$ cat config.mk
export PLATFORM = sky130hd
export DESIGN_NAME = sle_controller
export DESIGN_NICKNAME = d
export VERILOG_FILES = /design/src/rtl/core/sle_pkg.sv /design/src/rtl/core/sle_controller.sv
export SDC_FILE = /design/constraint.sdc
export NUM_CORES = 1
export LEC_CHECK = 0
export ABC_AREA = 1
export BUFFER_PORTS_ARGS = -buffer_cell sky130_fd_sc_hd__buf_4
export CAP_MARGIN = 30
export CORE_AREA = 2 2 39 41
export CTS_BUF_LIST = sky130_fd_sc_hd__clkbuf_8
export CTS_CLUSTER_SIZE = 28
export DETAILED_ROUTE_END_ITERATION = 7
export DIE_AREA = 0 0 41 43
export MAX_ROUTING_LAYER = met4
export PLACE_DENSITY = 0.39
export SETUP_SLACK_MARGIN = 0.2
export SYNTH_ARGS = -nofsm -noshare
export SYNTH_HDL_FRONTEND = slang
export SYNTH_SLANG_ARGS = --single-unit
export TNS_END_PERCENT = 30
$ cat constraint.sdc
create_clock -name clk -period 1.3 [get_ports clk]
set_input_delay 0.13 -clock clk [delete_from_list [all_inputs] [get_ports clk]]
set_output_delay 0.13 -clock clk [all_outputs]
set_load 0.01 [all_outputs]
$ cat src/rtl/core/sle_pkg.sv
// ----------------------------------------------------------------------------
// sle_pkg
// shared constants, command codes and controller/datapath link types for the
// sequential list engine
// ----------------------------------------------------------------------------
`default_nettype none

package sle_pkg;

    // list storage
    localparam int DEPTH      = 256;
    localparam int DATA_WIDTH = 32;
    localparam int ADDR_W     = $clog2(DEPTH);
    localparam int CNT_W      = $clog2(DEPTH + 1);

    // item fields
    localparam int CMD_W  = 3;
    localparam int POS_W  = 9;
    localparam int IN_RAW = CMD_W + POS_W + DATA_WIDTH;
    localparam int IN_W   = ((IN_RAW + 7) / 8) * 8;
    localparam int OUT_RAW = 1 + DATA_WIDTH + POS_W + CNT_W + 1;
    localparam int OUT_W   = ((OUT_RAW + 7) / 8) * 8;
    localparam int OUT_PAD = OUT_W - OUT_RAW;

    // command codes, unused codes fall through to the error result
    localparam logic [CMD_W-1:0] CMD_CLEAR  = 3'd0;
    localparam logic [CMD_W-1:0] CMD_INSERT = 3'd1;
    localparam logic [CMD_W-1:0] CMD_DELETE = 3'd2;
    localparam logic [CMD_W-1:0] CMD_GET    = 3'd3;
    localparam logic [CMD_W-1:0] CMD_LOCATE = 3'd4;
    localparam logic [CMD_W-1:0] CMD_REMOVE = 3'd5;

    // controller to datapath
    typedef struct packed {
        logic capture;     // latch the incoming item
        logic scan_start;  // load scan start and end addresses
        logic scan_run;    // issue one memory read and step the address
        logic commit;      // final write, count update, load result
    } ctl_t;

    // datapath to controller
    typedef struct packed {
        logic need_scan;   // command has to walk stored entries
        logic scan_last;   // read address has reached the end address
        logic out_free;    // result register can take a new item
    } sts_t;

endpackage

`default_nettype wire

$ cat src/rtl/core/sle_controller.sv
// ----------------------------------------------------------------------------
// sle_controller
// sequences one command: decode, memory scan, drain of the last read, commit
// ----------------------------------------------------------------------------
`default_nettype none

module sle_controller (
    input  wire logic          clk,
    input  wire logic          rst_n,
    input  wire logic          s_tvalid,
    output logic               s_tready,
    input  wire sle_pkg::sts_t sts,
    output sle_pkg::ctl_t      ctl
);
    import sle_pkg::*;

    typedef enum logic [2:0] {
        S_IDLE,
        S_DECODE,
        S_SCAN,
        S_DRAIN,
        S_DONE
    } state_t;

    state_t state_reg;
    state_t state_next;

    always_comb
    begin
        state_next = state_reg;
        unique case (state_reg)
            S_IDLE:
            begin
                if (s_tvalid)
                begin
                    state_next = S_DECODE;
                end
            end
            S_DECODE:
            begin
                state_next = sts.need_scan ? S_SCAN : S_DONE;
            end
            S_SCAN:
            begin
                if (sts.scan_last)
                begin
                    state_next = S_DRAIN;
                end
            end
            S_DRAIN:
            begin
                state_next = S_DONE;
            end
            S_DONE:
            begin
                if (sts.out_free)
                begin
                    state_next = S_IDLE;
                end
            end
            default:
            begin
                state_next = S_IDLE;
            end
        endcase
    end

    assign s_tready       = (state_reg == S_IDLE);
    assign ctl.capture    = (state_reg == S_IDLE) && s_tvalid;
    assign ctl.scan_start = (state_reg == S_DECODE) && sts.need_scan;
    assign ctl.scan_run   = (state_reg == S_SCAN);
    assign ctl.commit     = (state_reg == S_DONE) && sts.out_free;

    always_ff @(posedge clk or negedge rst_n)
    begin
        if (!rst_n)
        begin
            state_reg <= S_IDLE;
        end
        else
        begin
            state_reg <= state_next;
        end
    end

    a_one_cmd : assert property (@(posedge clk) disable iff (!rst_n)
        $onehot0({ctl.capture, ctl.scan_start, ctl.scan_run, ctl.commit}))
        else $error("more than one datapath command at once");

    a_scan_end : assert property (@(posedge clk) disable iff (!rst_n)
        (ctl.scan_run && sts.scan_last) |=> (state_reg == S_DRAIN))
        else $error("scan did not stop at its end address");

    a_commit_idle : assert property (@(posedge clk) disable iff (!rst_n)
        ctl.commit |=> s_tready)
        else $error("not ready after commit");

endmodule

`default_nettype wire
---- Yosys cells after proc, flatten, opt, wreduce, memory -nomap -nowiden ----
Cells that the tools add are included.
W data, S select, Z words.
storage, ports and cells
  bits in registers ....................... 3
  RAM bits ................................ 0
  input bits .............................. 6
  ROM bits ................................ 0
  memories kept ........................... 0
  logic and storage cells ................. 18
  output and inout port bits .............. 5
  bits in latches ......................... 0
operators by class
  bitwise gates (word level) .............. 0
  mux-type cells .......................... 5
  reduce and logical (&&, ||, !) cells .... 5
  div/mod/pow operators ................... 0
  shift operators ......................... 0
  add/sub/neg operators ................... 0
  equal/unequal tests ..................... 7
  multipliers ............................. 0
  magnitude comparators ................... 0
operator list
  cell                  number
  $pmux W3 S5           1
  $mux W3               4
  $eq A3 B2 Y1 const B  2
  $ne A2 B2 Y1 const B  3
  $eq A3 B1 Y1 const B  1
  $eq A3 B3 Y1 const B  1
  $logic_and A1 B1 Y1   3
  $logic_not A3 Y1      1
  $reduce_and A3 Y1     1

---- Depth between registers and ports, before layout ----
Gate-level depths: netlist of the first run.
  depth in word-level cells ............... 3
  gate-level depth with buffers ........... 4
  depth with buffers taken out ............ 4

---- Worst setup path after synthesis of the first run ----
No wires, ideal clock.
  path type ............................... register to output
  from .................................... reg state_reg[2]
  to ...................................... out ctl[3] (netlist bit)
  setup slack ............................. 263 ps
  buffers on the path ..................... 0
  arrival time ............................ 907 ps
  required time ........................... 1170 ps
  cell stages (with the launch flop) ...... 4
  cell sequence ........................... dfrtp_1 > nor2_1 > inv_1 > nor3_1
RTL lines
  item                    RTL line              text
  start, declared         sle_controller.sv:25  state_t state_reg;
  start signal, assigned  sle_controller.sv:82  state_reg <= state_next;
  end, declared           sle_controller.sv:13  output sle_pkg::ctl_t ctl

==> flow_summary.html, run 1 <==
<table>
<tr><th>Metric</th><th>Value</th></tr>
<tr><th colspan="2">Outcome</th></tr>
<tr><td>Status</td><td>finished clean</td></tr>
<tr><th colspan="2">Power</th></tr>
<tr><td>Maximum VDD drop</td><td>a little over 0.9 mV</td></tr>
<tr><td>Power density of the placed cells</td><td>around 2600 nW/um^2</td></tr>
<tr><td>P_leak</td><td>~0.00021 uW</td></tr>
<tr><th colspan="2">Drt</th></tr>
<tr><td>Remaining design rule violation count</td><td>0</td></tr>
<tr><td>Routed len/inst</td><td>9.000 um</td></tr>
<tr><td>Vias after detailed routing</td><td>about 230</td></tr>
<tr><td>DRT antenna net count</td><td>0</td></tr>
<tr><td>First-pass iteration count of the detailed router</td><td>2</td></tr>
<tr><td>Detailed Route WL</td><td>~560 um</td></tr>
<tr><td>Initial DRC Count</td><td>2</td></tr>
<tr><td>Number of vias per cell</td><td>approximately 3.7</td></tr>
<tr><th colspan="2">Yosys</th></tr>
<tr><td>Ys Warns</td><td>0</td></tr>
<tr><td>Dominant cell type by area after synthesis</td><td>dfrtp_1</td></tr>
<tr><td>Share of synthesized area occupied by flip-flops and latches</td><td>41.38%</td></tr>
<tr><td>Post-synth cell types</td><td>12</td></tr>
<tr><td>Synth Register Bits</td><td>3</td></tr>
<tr><td>Syn_area_per_cell</td><td>a little over 7 um^2</td></tr>
<tr><td>Net Count, Synth</td><td>31</td></tr>
<tr><td>Cell area after synthesis</td><td>181.4 um^2</td></tr>
<tr><td>Portion of synthesized cell area occupied by the leading cell type</td><td>approximately two fifths</td></tr>
<tr><td>Largest cells by area after synthesis</td><td>dfrtp_1 41%, nor2_1 12%, inv_1 10%</td></tr>
<tr><td>Post-synthesis instance total</td><td>25</td></tr>
<tr><th colspan="2">Floorplanning</th></tr>
<tr><td>Y dimension of the die</td><td>roughly 43 um</td></tr>
<tr><td>Area of the die</td><td>between 1500 and 2000 um^2</td></tr>
<tr><td>Row cnt</td><td>14</td></tr>
<tr><td>Width of the chip</td><td>between 40 and 50 um</td></tr>
<tr><td>Core Region</td><td>roughly 1400 um^2</td></tr>
<tr><td>Initial Util</td><td>roughly an eighth</td></tr>
<tr><td>I/O pin cnt</td><td>11</td></tr>
<tr><th colspan="2">Placement</th></tr>
<tr><td>Global placer's final weighted congestion</td><td>approximately 0.65</td></tr>
<tr><td>DP Wirelength</td><td>between 300 and 400 um</td></tr>
<tr><td>Number of buffers inserted by port buffering</td><td>10</td></tr>
<tr><th colspan="2">GRT</th></tr>
<tr><td>Number of antenna violations at the first check in global routing</td><td>0</td></tr>
<tr><td>Vias in the first global route</td><td>roughly 250</td></tr>
<tr><td>Maximum number of pins on one net before global-route repair</td><td>6</td></tr>
<tr><td>Total GRT Usage</td><td>8.839%</td></tr>
<tr><td>GRT Residual Overflow</td><td>0</td></tr>
<tr><td>Wire length of the first global-routing pass</td><td>around 940 um</td></tr>
<tr><th colspan="2">Final layout</th></tr>
<tr><td>Leading cell type in the layout, fill and taps excluded</td><td>buf_4</td></tr>
<tr><td>Commonest cells after routing, fill and taps aside</td><td>16 x buf_4, 5 x nor2_1, 4 x inv_1</td></tr>
<tr><td>Antenna diodes</td><td>0</td></tr>
<tr><td>Final-layout fill cell count</td><td>around 160</td></tr>
<tr><td>Net count of the finished layout</td><td>53</td></tr>
<tr><td>Combined area of the multi-input logic cells</td><td>around 110 um^2</td></tr>
<tr><td>Storage cell area</td><td>a little under 80 um^2</td></tr>
<tr><td>Area delta synth-&gt;final</td><td>124.1%</td></tr>
<tr><td>Fraction of layout cells with a size suffix above 1</td><td>between 60 and 70%</td></tr>
<tr><td>Utilization after layout</td><td>between 20% and 30%</td></tr>
<tr><td>Largest register FFs</td><td>3</td></tr>
<tr><th colspan="2">Worst setup path</th></tr>
<tr><td>FF-to-FF Start</td><td>state_reg[1]$_DFFE_PN0P_</td></tr>
<tr><td>Reg2reg setup slack</td><td>around 250 ps</td></tr>
<tr><td>Worst flop-to-flop path endpoint</td><td>state_reg[0]$_DFFE_PN0P_</td></tr>
<tr><td>Path depth of the worst reg2reg path</td><td>5</td></tr>
<tr><td>Endpoint required time on the critical path</td><td>1170 ps</td></tr>
<tr><td>Category of the worst setup path launch point</td><td>flip-flop</td></tr>
<tr><td>Highest fanout seen on the critical path</td><td>5</td></tr>
<tr><td>Kind of critical path</td><td>reg2out</td></tr>
<tr><td>Arrival time at the worst endpoint</td><td>between 1000 and 1500 ps</td></tr>
<tr><td>Crit end category</td><td>output pin</td></tr>
<tr><th colspan="2">Flow run</th></tr>
<tr><td>Max-capacitance violation count</td><td>0</td></tr>
<tr><th colspan="2">STA</th></tr>
<tr><td>WHS</td><td>roughly 220 ps</td></tr>
<tr><td>Setup-violating endpoint count in the final report</td><td>0</td></tr>
<tr><td>Final setup skew</td><td>around 0.93 ps</td></tr>
<tr><td>Post-layout minimum cycle time</td><td>1207 ps</td></tr>
<tr><td>Final max-slew violation count</td><td>0</td></tr>
<tr><td>Post-route setup TNS</td><td>0 ps</td></tr>
<tr><td>Final critical-path share of the clock period</td><td>roughly 93%</td></tr>
<tr><td>Setup repair after global routing missed its margin</td><td>true</td></tr>
<tr><td>Measured slew at the worst slew-check pin</td><td>183.3 ps</td></tr>
<tr><td>Maximum clock frequency</td><td>828.3 MHz</td></tr>
<tr><td>Final hold violation count</td><td>0</td></tr>
<tr><td>Max-slew headroom</td><td>87.69%</td></tr>
<tr><th colspan="2">Clocking</th></tr>
<tr><td>CTS tree</td><td>built</td></tr>
<tr><td>Number of H-tree levels</td><td>1</td></tr>
<tr><td>Clock transition at path regs</td><td>around 30 ps</td></tr>
<tr><td>TritonCTS buffer count</td><td>3</td></tr>
<tr><td># clock sinks</td><td>3</td></tr>
<tr><td>Maximum clock path buffer count</td><td>2</td></tr>
<tr><td>Clock insertion delay at the later pin of the skew report</td><td>about 210 ps</td></tr>
<tr><td>Cell at the root of the clock tree</td><td>clkbuf_8</td></tr>
<tr><th colspan="2">Worst hold path</th></tr>
<tr><td>Hold wc startpoint</td><td>sts[2]</td></tr>
<tr><td>Destination of the worst hold path</td><td>state_reg[1]$_DFFE_PN0P_</td></tr>
<tr><td>Hold path depth</td><td>3</td></tr>
<tr><td>Hold/Removal Path Class</td><td>in2reg</td></tr>
</table>
==> synth_stat cells <==
cell type  instances
nor4_1             1
nor3_1             1
inv_2              1
nor2_1             6
nand3_2            1
nand3_1            3
o211ai_1           1
nand3b_1           1
inv_1              5
nand2_1            1
o22ai_1            1
dfrtp_1            3
==> report_power, final <==
group / internal, uW / switching [uW] / leakage, uW
logic: 299 / 253 / 0.000145
registers: 147 / 84.2 / 0.0000359
clock network: 201 / 59.2 / 0.0000269
==> routing by layer <==
layer  track usage (%)  share of wire, %  wire length [um]
met3             4.712               4.7                26
met5                 -                 0                 0
met2             11.25                53               293
met4             8.000                 0                 0
met1             9.295                43               239
==> cell type report <==
class / count / area share (%)
Inverter: 6 / 5.538
Timing Repair Buffer: 17 / 32.00
Multi-Input combinational cell: 16 / 27.38
Sequential cell: 3 / 19.08
Clock buffer: 3 / 10.15
Clock inverter: 1 / 0.9231
Tap cell: 16 / 4.923
==> timing repair <==
item                                    CTS  global route
resized for setup                         8             1
hold buffers                              1             0
hold endpoints to repair                  3             0
pin swaps                                 2             0
buffers inserted                          6             0
endpoints found under the setup margin    5             6
==> how the worst max path moves through the flow <==
stage                                         from     end  slack, ps  cells past startpoint
after floorplan           state_reg[2]$_DFFE_PN0P_  ctl[3]        260                      3
after global placement    state_reg[0]$_DFFE_PN0P_  ctl[3]        170                      4
after detailed placement  state_reg[0]$_DFFE_PN0P_  ctl[3]        190                      4
after CTS                 state_reg[2]$_DFFE_PN0P_  ctl[0]         90                      3
after global routing      state_reg[0]$_DFFE_PN0P_  ctl[3]         10                      4
final                     state_reg[0]$_DFFE_PN0P_  ctl[3]         90                      4
==> cells by family (layout without fill, tap and decap cells) <==
group                  count (synthesis)  count (layout)  share of synthesized area (%)
buffers and inverters                  6              27                          12.41
flip-flops                             3               3                          41.38
AO/OA/AOI/OAI                          2               2                          7.590
AND/OR/NAND/NOR                       14              14                          38.62
==> through the flow <==
| step | std cells | cell area [um^2] | worst slack [ps] | power [uW] |
|---|---|---|---|---|
| global placement | 51 | 276.5 | 173.2 | 567.5 |
| global route | 62 | 406.6 | 14.66 | 1144 |
| detailed placement | 51 | 276.5 | 186.2 | 562.6 |
| finish | 62 | 406.6 | 92.77 | 1043 |
| floorplan | 25 | 181.4 | 263.0 | 407.5 |
| CTS | 62 | 397.9 | 88.11 | 1038 |
==> critical path, cell delays in order, from the launching register on <==
cell     delay [ps]
dfrtp_2         430
nor2_4          120
inv_2            60
nor3_2          100
buf_4           140
Power figures use the tool's default switching activity.
==> run 2, diff against run 1 <==
Settings changed: ABC_AREA 1 to not set, PLACE_DENSITY 0.39 to 0.38.
==> run 2 against run 1 <==
  * Synthesized cell count shrank 36%
  * Hold slack worse by 39 ps
  * Register-to-register slack got worse by 70 ps
  * Clock power hardly changed
  * Critical path depth down 1
  * Clock-buffer cell count unchanged
==> flow_summary.html, run 2 <==
<table>
<tr><th>Metric</th><th>Value</th></tr>
<tr><th colspan="2">Placement</th></tr>
<tr><td>Worst slack at placement</td><td>roughly 190 ps</td></tr>
<tr><td>Number of placed cells counting well taps</td><td>between 40 and 50</td></tr>
<tr><td>DP Wirelength</td><td>around 350 um</td></tr>
<tr><td>Global placer's final weighted congestion</td><td>between 0.6 and 0.7</td></tr>
<tr><td>Number of buffers inserted by port buffering</td><td>10</td></tr>
<tr><td>Placed instance area</td><td>271.5 um^2</td></tr>
<tr><th colspan="2">STA</th></tr>
<tr><td>Final setup skew</td><td>a little over 0.6 ps</td></tr>
<tr><td>Measured slew at the worst slew-check pin</td><td>171.4 ps</td></tr>
<tr><td>Setup-violating endpoint count in the final report</td><td>0</td></tr>
<tr><td>Post-layout minimum cycle time</td><td>1260 ps</td></tr>
<tr><td>Maximum clock frequency</td><td>793.4 MHz</td></tr>
<tr><td>Min setup slack post-route</td><td>~40 ps</td></tr>
<tr><td>Final critical-path share of the clock period</td><td>96.95%</td></tr>
<tr><td>Final max-slew violation count</td><td>0</td></tr>
<tr><td>WHS</td><td>178.4 ps</td></tr>
<tr><td>Setup repair after global routing missed its margin</td><td>true</td></tr>
<tr><td>Final hold violation count</td><td>0</td></tr>
<tr><td>Max-slew headroom</td><td>88.53%</td></tr>
<tr><th colspan="2">Worst setup path</th></tr>
<tr><td>Family with the most delay on the worst path</td><td>flip-flops</td></tr>
<tr><td>Ordered cell list for the critical path</td><td>nor3_4 -&gt; and2_1 -&gt; buf_4</td></tr>
<tr><td>Reg2reg setup slack</td><td>between 150 and 200 ps</td></tr>
<tr><td>Crit end category</td><td>output pin</td></tr>
<tr><td>Slowest cell on the critical path</td><td>dfrtp_2</td></tr>
<tr><td>Category of the worst setup path launch point</td><td>flip-flop</td></tr>
<tr><td>Path depth of the worst reg2reg path</td><td>2</td></tr>
<tr><td>Worst flop-to-flop path endpoint</td><td>state_reg[2]$_DFFE_PN0P_</td></tr>
<tr><td>FF-to-FF Start</td><td>state_reg[1]$_DFFE_PN0P_</td></tr>
<tr><td>Kind of critical path</td><td>reg2out</td></tr>
<tr><td>Endpoint required time on the critical path</td><td>1170 ps</td></tr>
<tr><td>Arrival time at the worst endpoint</td><td>about 1100 ps</td></tr>
<tr><td>Slowest cell delay on critical path</td><td>450 ps</td></tr>
<tr><td>Highest fanout seen on the critical path</td><td>7</td></tr>
<tr><td>Buffers plus inverters on the worst setup path</td><td>1</td></tr>
<tr><th colspan="2">Clocking</th></tr>
<tr><td>Number of H-tree levels</td><td>1</td></tr>
<tr><td># clock sinks</td><td>3</td></tr>
<tr><td>Clock transition at path regs</td><td>roughly 30 ps</td></tr>
<tr><td>Post-CTS Setup Bufs</td><td>0</td></tr>
<tr><td>Cell at the root of the clock tree</td><td>clkbuf_8</td></tr>
<tr><td>Maximum clock path buffer count</td><td>2</td></tr>
<tr><td>TritonCTS buffer count</td><td>3</td></tr>
<tr><td>CTS tree</td><td>built</td></tr>
<tr><td>Clock insertion delay at the later pin of the skew report</td><td>about 210 ps</td></tr>
<tr><th colspan="2">Drt</th></tr>
<tr><td>Number of vias per cell</td><td>around 4</td></tr>
<tr><td>DRT antenna net count</td><td>0</td></tr>
<tr><td>Routed len/inst</td><td>9.872 um</td></tr>
<tr><td>Detailed Route WL</td><td>approximately 460 um</td></tr>
<tr><td>Remaining design rule violation count</td><td>0</td></tr>
<tr><td>Vias after detailed routing</td><td>approximately 190</td></tr>
<tr><td>Initial DRC Count</td><td>1</td></tr>
<tr><td>First-pass iteration count of the detailed router</td><td>2</td></tr>
<tr><th colspan="2">Yosys</th></tr>
<tr><td>Largest cells by area after synthesis</td><td>dfrtp_1 44%, and4bb_2 7.3%, mux2i_1 5.8%</td></tr>
<tr><td>Number of enable flip-flop cells after synthesis</td><td>0</td></tr>
<tr><td>Net Count, Synth</td><td>22</td></tr>
<tr><td>Post-synthesis instance total</td><td>16</td></tr>
<tr><td>Portion of synthesized cell area occupied by the leading cell type</td><td>43.80%</td></tr>
<tr><td>Dominant synthesized flop cell</td><td>dfrtp_1</td></tr>
<tr><td>Ys Warns</td><td>0</td></tr>
<tr><td>Syn_area_per_cell</td><td>10.71 um^2</td></tr>
<tr><td>Dominant cell type by area after synthesis</td><td>dfrtp_1</td></tr>
<tr><td>Cell area after synthesis</td><td>approximately 170 um^2</td></tr>
<tr><td>Post-synth cell types</td><td>13</td></tr>
<tr><td>Cell with the most instances after synthesis</td><td>dfrtp_1</td></tr>
<tr><td>Share of synthesized area occupied by flip-flops and latches</td><td>a little over two fifths</td></tr>
<tr><td>FFs w/ async S/R, synth</td><td>100.0%</td></tr>
<tr><td>Synth Register Bits</td><td>3</td></tr>
<tr><td>Synth cell count leaders</td><td>3 x dfrtp_1, 2 x nor3_1</td></tr>
<tr><th colspan="2">Flow run</th></tr>
<tr><td>Max-capacitance violation count</td><td>0</td></tr>
<tr><th colspan="2">Final layout</th></tr>
<tr><td>Non-filler instance count after layout</td><td>47</td></tr>
<tr><td>Combined area of the multi-input logic cells</td><td>between 100 and 150 um^2</td></tr>
<tr><td>Fraction of layout cells with a size suffix above 1</td><td>between 60% and 70%</td></tr>
<tr><td>Largest register FFs</td><td>3</td></tr>
<tr><td>Storage cell area</td><td>a little under 80 um^2</td></tr>
<tr><td>Final Instance Area</td><td>between 300 and 400 um^2</td></tr>
<tr><td>Leading cell type in the layout, fill and taps excluded</td><td>buf_4</td></tr>
<tr><td>Commonest cells after routing, fill and taps aside</td><td>10 x buf_4, 3 x clkbuf_8, 3 x dfrtp_2</td></tr>
<tr><td>Final-layout fill cell count</td><td>between 150 and 200</td></tr>
<tr><td>Area delta synth-&gt;final</td><td>99.27%</td></tr>
<tr><td>Antenna diodes</td><td>0</td></tr>
<tr><td>Net count of the finished layout</td><td>38</td></tr>
<tr><th colspan="2">GRT</th></tr>
<tr><td>GRT Residual Overflow</td><td>0</td></tr>
<tr><td>M2 GR Usage</td><td>~6.3%</td></tr>
<tr><td>Maximum number of pins on one net before global-route repair</td><td>9</td></tr>
<tr><td>Number of antenna violations at the first check in global routing</td><td>0</td></tr>
<tr><td>Wire length of the first global-routing pass</td><td>between 700 and 800 um</td></tr>
<tr><td>Fraction of met1 tracks used by global routing</td><td>8.360%</td></tr>
<tr><td>Total GRT Usage</td><td>6.893%</td></tr>
<tr><td>Busiest layer in global routing</td><td>met1</td></tr>
<tr><td>Met3 demand-to-capacity share in global routing</td><td>under 10%</td></tr>
<tr><td>Vias in the first global route</td><td>roughly 180</td></tr>
<tr><th colspan="2">Worst hold path</th></tr>
<tr><td>Hold wc startpoint</td><td>sts[2]</td></tr>
<tr><td>Hold/Removal Path Class</td><td>in2reg</td></tr>
<tr><td>Hold path depth</td><td>2</td></tr>
<tr><td>Destination of the worst hold path</td><td>state_reg[1]$_DFFE_PN0P_</td></tr>
<tr><th colspan="2">Power</th></tr>
<tr><td>Maximum VDD drop</td><td>just over 0.7 mV</td></tr>
<tr><td>Power density of the placed cells</td><td>2409 nW/um^2</td></tr>
<tr><td>P_leak</td><td>about 0.00016 uW</td></tr>
<tr><th colspan="2">Floorplanning</th></tr>
<tr><td>Row cnt</td><td>14</td></tr>
<tr><td>Y dimension of the die</td><td>approximately 43 um</td></tr>
<tr><td>Core Region</td><td>around 1400 um^2</td></tr>
<tr><td>I/O pin cnt</td><td>11</td></tr>
<tr><td>Width of the chip</td><td>slightly above 40 um</td></tr>
<tr><td>Area of the die</td><td>around 1800 um^2</td></tr>
<tr><td>Initial Util</td><td>about an eighth</td></tr>
<tr><th colspan="2">Outcome</th></tr>
<tr><td>Status</td><td>finished clean</td></tr>
</table>
run 2: repair_timing:
action                                 4_1_cts  5_1_grt
endpoints found under the hold margin        3        0
pin swaps                                    2        1
hold buffers                                 1        0
resized for setup                            1        4
setup endpoints to repair                    6        6
run 2: worst max path at each step:
stage                             startpoint                       end  slack [ps]  cells past startpoint
global route        state_reg[2]$_DFFE_PN0P_                    ctl[3]         -20                      3
floorplan           state_reg[1]$_DFFE_PN0P_  state_reg[2]$_DFFE_PN0P_         230                      2
detailed placement  state_reg[1]$_DFFE_PN0P_  state_reg[2]$_DFFE_PN0P_         190                      2
CTS                 state_reg[0]$_DFFE_PN0P_                    ctl[3]          20                      3
global placement    state_reg[0]$_DFFE_PN0P_  state_reg[2]$_DFFE_PN0P_         200                      2
finish              state_reg[2]$_DFFE_PN0P_                    ctl[3]          40                      3
run 2: logic make-up (layout without fill, tap and decap cells):
family | after synthesis | in the layout | synth area share [%]
simple gates | 10 | 10 | 42.34
mux | 1 | 1 | 5.840
buf+inv | 0 | 15 | 0
flops | 3 | 3 | 43.79
compound gates | 2 | 2 | 8.027
run 2: layout make-up:
class	count	area share, %
clock buffer	3	12.09
clock inverter	1	1.099
multi-input combinational	13	32.97
sequential	3	23.08
tap	16	5.861
timing repair buffer	11	24.91
run 2: power breakdown:
part / internal, uW / switching [uW]
Sequential: 146 / 101
Clock: 201 / 60.0
Combinational: 201 / 115
Total: 547 / 276
run 2: through the flow:
step                      total power (uW)  setup TNS (ps)  util, %
after floorplan                      369.9               0        -
after global placement               522.1               0    19.62
after detailed placement             514.4               0    19.62
after CTS                            791.4               0    23.69
after global routing                 875.8          -18.10    24.68
final                                822.8               0    24.68
run 2: metal layers:
metal | routed length [um] | part of all wire (%) | vias to the layer above
met5 | 0 | 0 | -
met4 | 0 | 0 | 0
met2 | 200 | 43 | 11
met1 | 213 | 46 | 83
li1 | - | - | 91
met3 | 50 | 11 | 0
==> run 3, diff against run 2 <==
Settings changed: CAP_MARGIN 30 to not set, REMOVE_ABC_BUFFERS set to 1.
==> run 3 against run 2 <==
  * Largest power group unchanged
  * Sequential power decreased by 8%
  * Combinational power up 15%
  * Total power is 4.6% higher
  * Setup slack better by 3.8 ps
  * Sequential cell count is the same
  * Final cell count rose by 4.3%
  * Non-clock buffer count up 2
  * Largest cell class unchanged
  * Register-to-register slack worse by 110 ps
  * Critical path depth did not move
  * Fmax increased by 0.30%
  * Core utilization up 0.81 points
  * Final area grew 3.3%
  * Critical path type unchanged
==> flow_summary.html, run 3 (synthesis gave the netlist of run 2 again) <==
<table>
<tr><th>Metric</th><th>Value</th></tr>
<tr><th colspan="2">Outcome</th></tr>
<tr><td>Status</td><td>finished clean</td></tr>
<tr><th colspan="2">Drt</th></tr>
<tr><td>Vias after detailed routing</td><td>a little under 200</td></tr>
<tr><td>Routed len/inst</td><td>approximately 11 um</td></tr>
<tr><td>Detailed Route WL</td><td>535 um</td></tr>
<tr><td>First-pass iteration count of the detailed router</td><td>2</td></tr>
<tr><td>Number of vias per cell</td><td>between 4 and 5</td></tr>
<tr><td>DRT antenna net count</td><td>0</td></tr>
<tr><td>Initial DRC Count</td><td>4</td></tr>
<tr><td>Remaining design rule violation count</td><td>0</td></tr>
<tr><th colspan="2">Worst setup path</th></tr>
<tr><td>Slowest cell delay on critical path</td><td>around 430 ps</td></tr>
<tr><td>Arrival time at the worst endpoint</td><td>~1100 ps</td></tr>
<tr><td>Endpoint of the most critical setup path</td><td>ctl[3]</td></tr>
<tr><td>Category of the worst setup path launch point</td><td>flip-flop</td></tr>
<tr><td>Crit end category</td><td>output pin</td></tr>
<tr><td>Slowest cell on the critical path</td><td>dfrtp_2</td></tr>
<tr><td>Worst setup path startpoint</td><td>state_reg[0]$_DFFE_PN0P_</td></tr>
<tr><td>Worst flop-to-flop path endpoint</td><td>state_reg[2]$_DFFE_PN0P_</td></tr>
<tr><td>Ordered cell list for the critical path</td><td>nor3_2 -&gt; and2_1 -&gt; buf_4</td></tr>
<tr><td>Highest fanout seen on the critical path</td><td>5</td></tr>
<tr><td>Reg2reg setup slack</td><td>around 70 ps</td></tr>
<tr><td>Path depth of the worst reg2reg path</td><td>3</td></tr>
<tr><td>Kind of critical path</td><td>reg2out</td></tr>
<tr><td>FF-to-FF Start</td><td>state_reg[0]$_DFFE_PN0P_</td></tr>
<tr><td>Endpoint required time on the critical path</td><td>between 1000 and 1500 ps</td></tr>
<tr><th colspan="2">Power</th></tr>
<tr><td>Internal power consumption</td><td>572.3 uW</td></tr>
<tr><td>Switching Power</td><td>between 200 and 300 uW</td></tr>
<tr><td>Maximum VDD drop</td><td>~0.57 mV</td></tr>
<tr><td>P_leak</td><td>~0.00017 uW</td></tr>
<tr><td>Relative contribution of combinational cells to total power</td><td>42.2%</td></tr>
<tr><td>Fraction of power consumed by the clock network</td><td>about a third</td></tr>
<tr><td>Sw Ratio</td><td>33.53%</td></tr>
<tr><td>Power density of the placed cells</td><td>about 2400 nW/um^2</td></tr>
<tr><td>Sequential share of power</td><td>between 20% and 30%</td></tr>
<tr><td>Power consumption</td><td>~860 uW</td></tr>
<tr><th colspan="2">STA</th></tr>
<tr><td>Maximum clock frequency</td><td>795.8 MHz</td></tr>
<tr><td>Post-layout minimum cycle time</td><td>1257 ps</td></tr>
<tr><td>Final critical-path share of the clock period</td><td>between 90% and 100%</td></tr>
<tr><td>Final max-slew violation count</td><td>0</td></tr>
<tr><td>Measured slew at the worst slew-check pin</td><td>~170 ps</td></tr>
<tr><td>Final setup skew</td><td>0.1469 ps</td></tr>
<tr><td>Setup repair after global routing missed its margin</td><td>true</td></tr>
<tr><td>Min setup slack post-route</td><td>43.42 ps</td></tr>
<tr><td>Final hold violation count</td><td>0</td></tr>
<tr><td>Post-route setup TNS</td><td>0 ps</td></tr>
<tr><td>Setup-violating endpoint count in the final report</td><td>0</td></tr>
<tr><td>Max-slew headroom</td><td>roughly nine tenths</td></tr>
<tr><th colspan="2">GRT</th></tr>
<tr><td>Total GRT Usage</td><td>around 8.2%</td></tr>
<tr><td>Wire length of the first global-routing pass</td><td>roughly 840 um</td></tr>
<tr><td>M2 GR Usage</td><td>roughly 8.4%</td></tr>
<tr><td>Number of antenna violations at the first check in global routing</td><td>0</td></tr>
<tr><td>Busiest layer in global routing</td><td>met4</td></tr>
<tr><td>Fraction of met1 tracks used by global routing</td><td>9.355%</td></tr>
<tr><td>GRT Residual Overflow</td><td>0</td></tr>
<tr><td>Met3 demand-to-capacity share in global routing</td><td>3.141%</td></tr>
<tr><td>Maximum number of pins on one net before global-route repair</td><td>8</td></tr>
<tr><td>Vias in the first global route</td><td>just under 200</td></tr>
<tr><th colspan="2">Placement</th></tr>
<tr><td>Number of placed cells counting well taps</td><td>42</td></tr>
<tr><td>Number of buffers inserted by port buffering</td><td>10</td></tr>
<tr><td>Placed instance area</td><td>~270 um^2</td></tr>
<tr><td>Global placer's final weighted congestion</td><td>0.5931</td></tr>
<tr><td>Worst slack at placement</td><td>between 150 and 200 ps</td></tr>
<tr><th colspan="2">Final layout</th></tr>
<tr><td>Antenna diodes</td><td>0</td></tr>
<tr><td>Commonest cells after routing, fill and taps aside</td><td>12 x buf_4, 3 x clkbuf_8, 3 x dfrtp_2</td></tr>
<tr><td>Final Instance Area</td><td>between 300 and 400 um^2</td></tr>
<tr><td>Area delta synth-&gt;final</td><td>105.8%</td></tr>
<tr><td>Leading cell type in the layout, fill and taps excluded</td><td>buf_4</td></tr>
<tr><td>Non-filler instance count after layout</td><td>49</td></tr>
<tr><td>Fraction of layout cells with a size suffix above 1</td><td>72.73%</td></tr>
<tr><td>Net count of the finished layout</td><td>40</td></tr>
<tr><td>Largest register FFs</td><td>3</td></tr>
<tr><th colspan="2">Clocking</th></tr>
<tr><td>Clock transition at path regs</td><td>about 30 ps</td></tr>
<tr><td>Clock insertion delay at the later pin of the skew report</td><td>220 ps</td></tr>
<tr><td>Maximum clock path buffer count</td><td>2</td></tr>
<tr><td>Number of H-tree levels</td><td>1</td></tr>
<tr><td>Cell at the root of the clock tree</td><td>clkbuf_8</td></tr>
<tr><td>TritonCTS buffer count</td><td>3</td></tr>
<tr><td>CTS tree</td><td>built</td></tr>
<tr><td># clock sinks</td><td>3</td></tr>
<tr><th colspan="2">Floorplanning</th></tr>
<tr><td>Width of the chip</td><td>about 40 um</td></tr>
<tr><td>Row cnt</td><td>14</td></tr>
<tr><td>I/O pin cnt</td><td>11</td></tr>
<tr><td>Y dimension of the die</td><td>about 43 um</td></tr>
<tr><td>Area of the die</td><td>roughly 1800 um^2</td></tr>
<tr><td>Initial Util</td><td>12.39%</td></tr>
<tr><td>Core Region</td><td>around 1400 um^2</td></tr>
<tr><th colspan="2">Worst hold path</th></tr>
<tr><td>Hold/Removal Path Class</td><td>in2reg</td></tr>
<tr><th colspan="2">Flow run</th></tr>
<tr><td>Max-capacitance violation count</td><td>0</td></tr>
</table>
[run 3: metal layers]
layer | share of wire, % | routed length, um | up-vias
met5 | 0 | 0 | -
met1 | 47 | 249 | 86
met3 | 12 | 63 | 4
li1 | - | - | 95
met4 | 5.0 | 27 | 0
met2 | 36 | 194 | 13
[run 3: how the worst min path moves through the flow]
stage / to / slack, ps / startpoint / depth (start not counted)
after floorplan: state_reg[0]$_DFFE_PN0P_ / -170 / rst_n / 0
after global placement: state_reg[2]$_DFFE_PN0P_ / -80 / rst_n / 1
after detailed placement: state_reg[2]$_DFFE_PN0P_ / -80 / rst_n / 1
after CTS: state_reg[1]$_DFFE_PN0P_ / 180 / sts[2] / 2
after global routing: state_reg[2]$_DFFE_PN0P_ / 180 / sts[0] / 3
final: state_reg[2]$_DFFE_PN0P_ / 170 / sts[0] / 3
[run 3: worst max-delay path, delay by kind of cell (launching register included)]
| family | cells | cell delay (ps) |
|---|---|---|
| buffers and inverters | 1 | 110 |
| DFF | 1 | 430 |
| and+or+nand+nor | 2 | 370 |
[run 3: final cells by class]
class	count	area, um^2
multi-input cells	13	108.9
fillers	156	1031
clock buffers	3	41.29
flip-flops and latches	3	78.83
well taps	16	20.02
clock inverters	1	3.754
repair buffers	13	100.1
[run 3: repair_timing]
item,4_1_cts,5_1_grt
buffers inserted,2,0
hold endpoints to repair,3,0
setup endpoints to repair,6,6
hold buffers,1,0
resized for setup,4,3
pin swaps,2,1
[run 3: per-stage QoR]
stage	utilization [%]	hold WS (ps)
2_1_floorplan	-	-165.6
4_1_cts	24.95	177.7
3_3_place_gp	19.26	-76.40
3_5_place_dp	19.26	-77.27
6_report	25.50	166.5
5_1_grt	25.50	178.4
[run 3: power groups by stage]
stage | sequential, uW | clock [uW] | combinational, uW
after global routing | 234 | 289 | 398
after detailed placement | 212 | 0 | 294
after CTS | 215 | 275 | 357
after global placement | 207 | 0 | 292
final | 228 | 270 | 363
after floorplan | 190 | 0 | 167
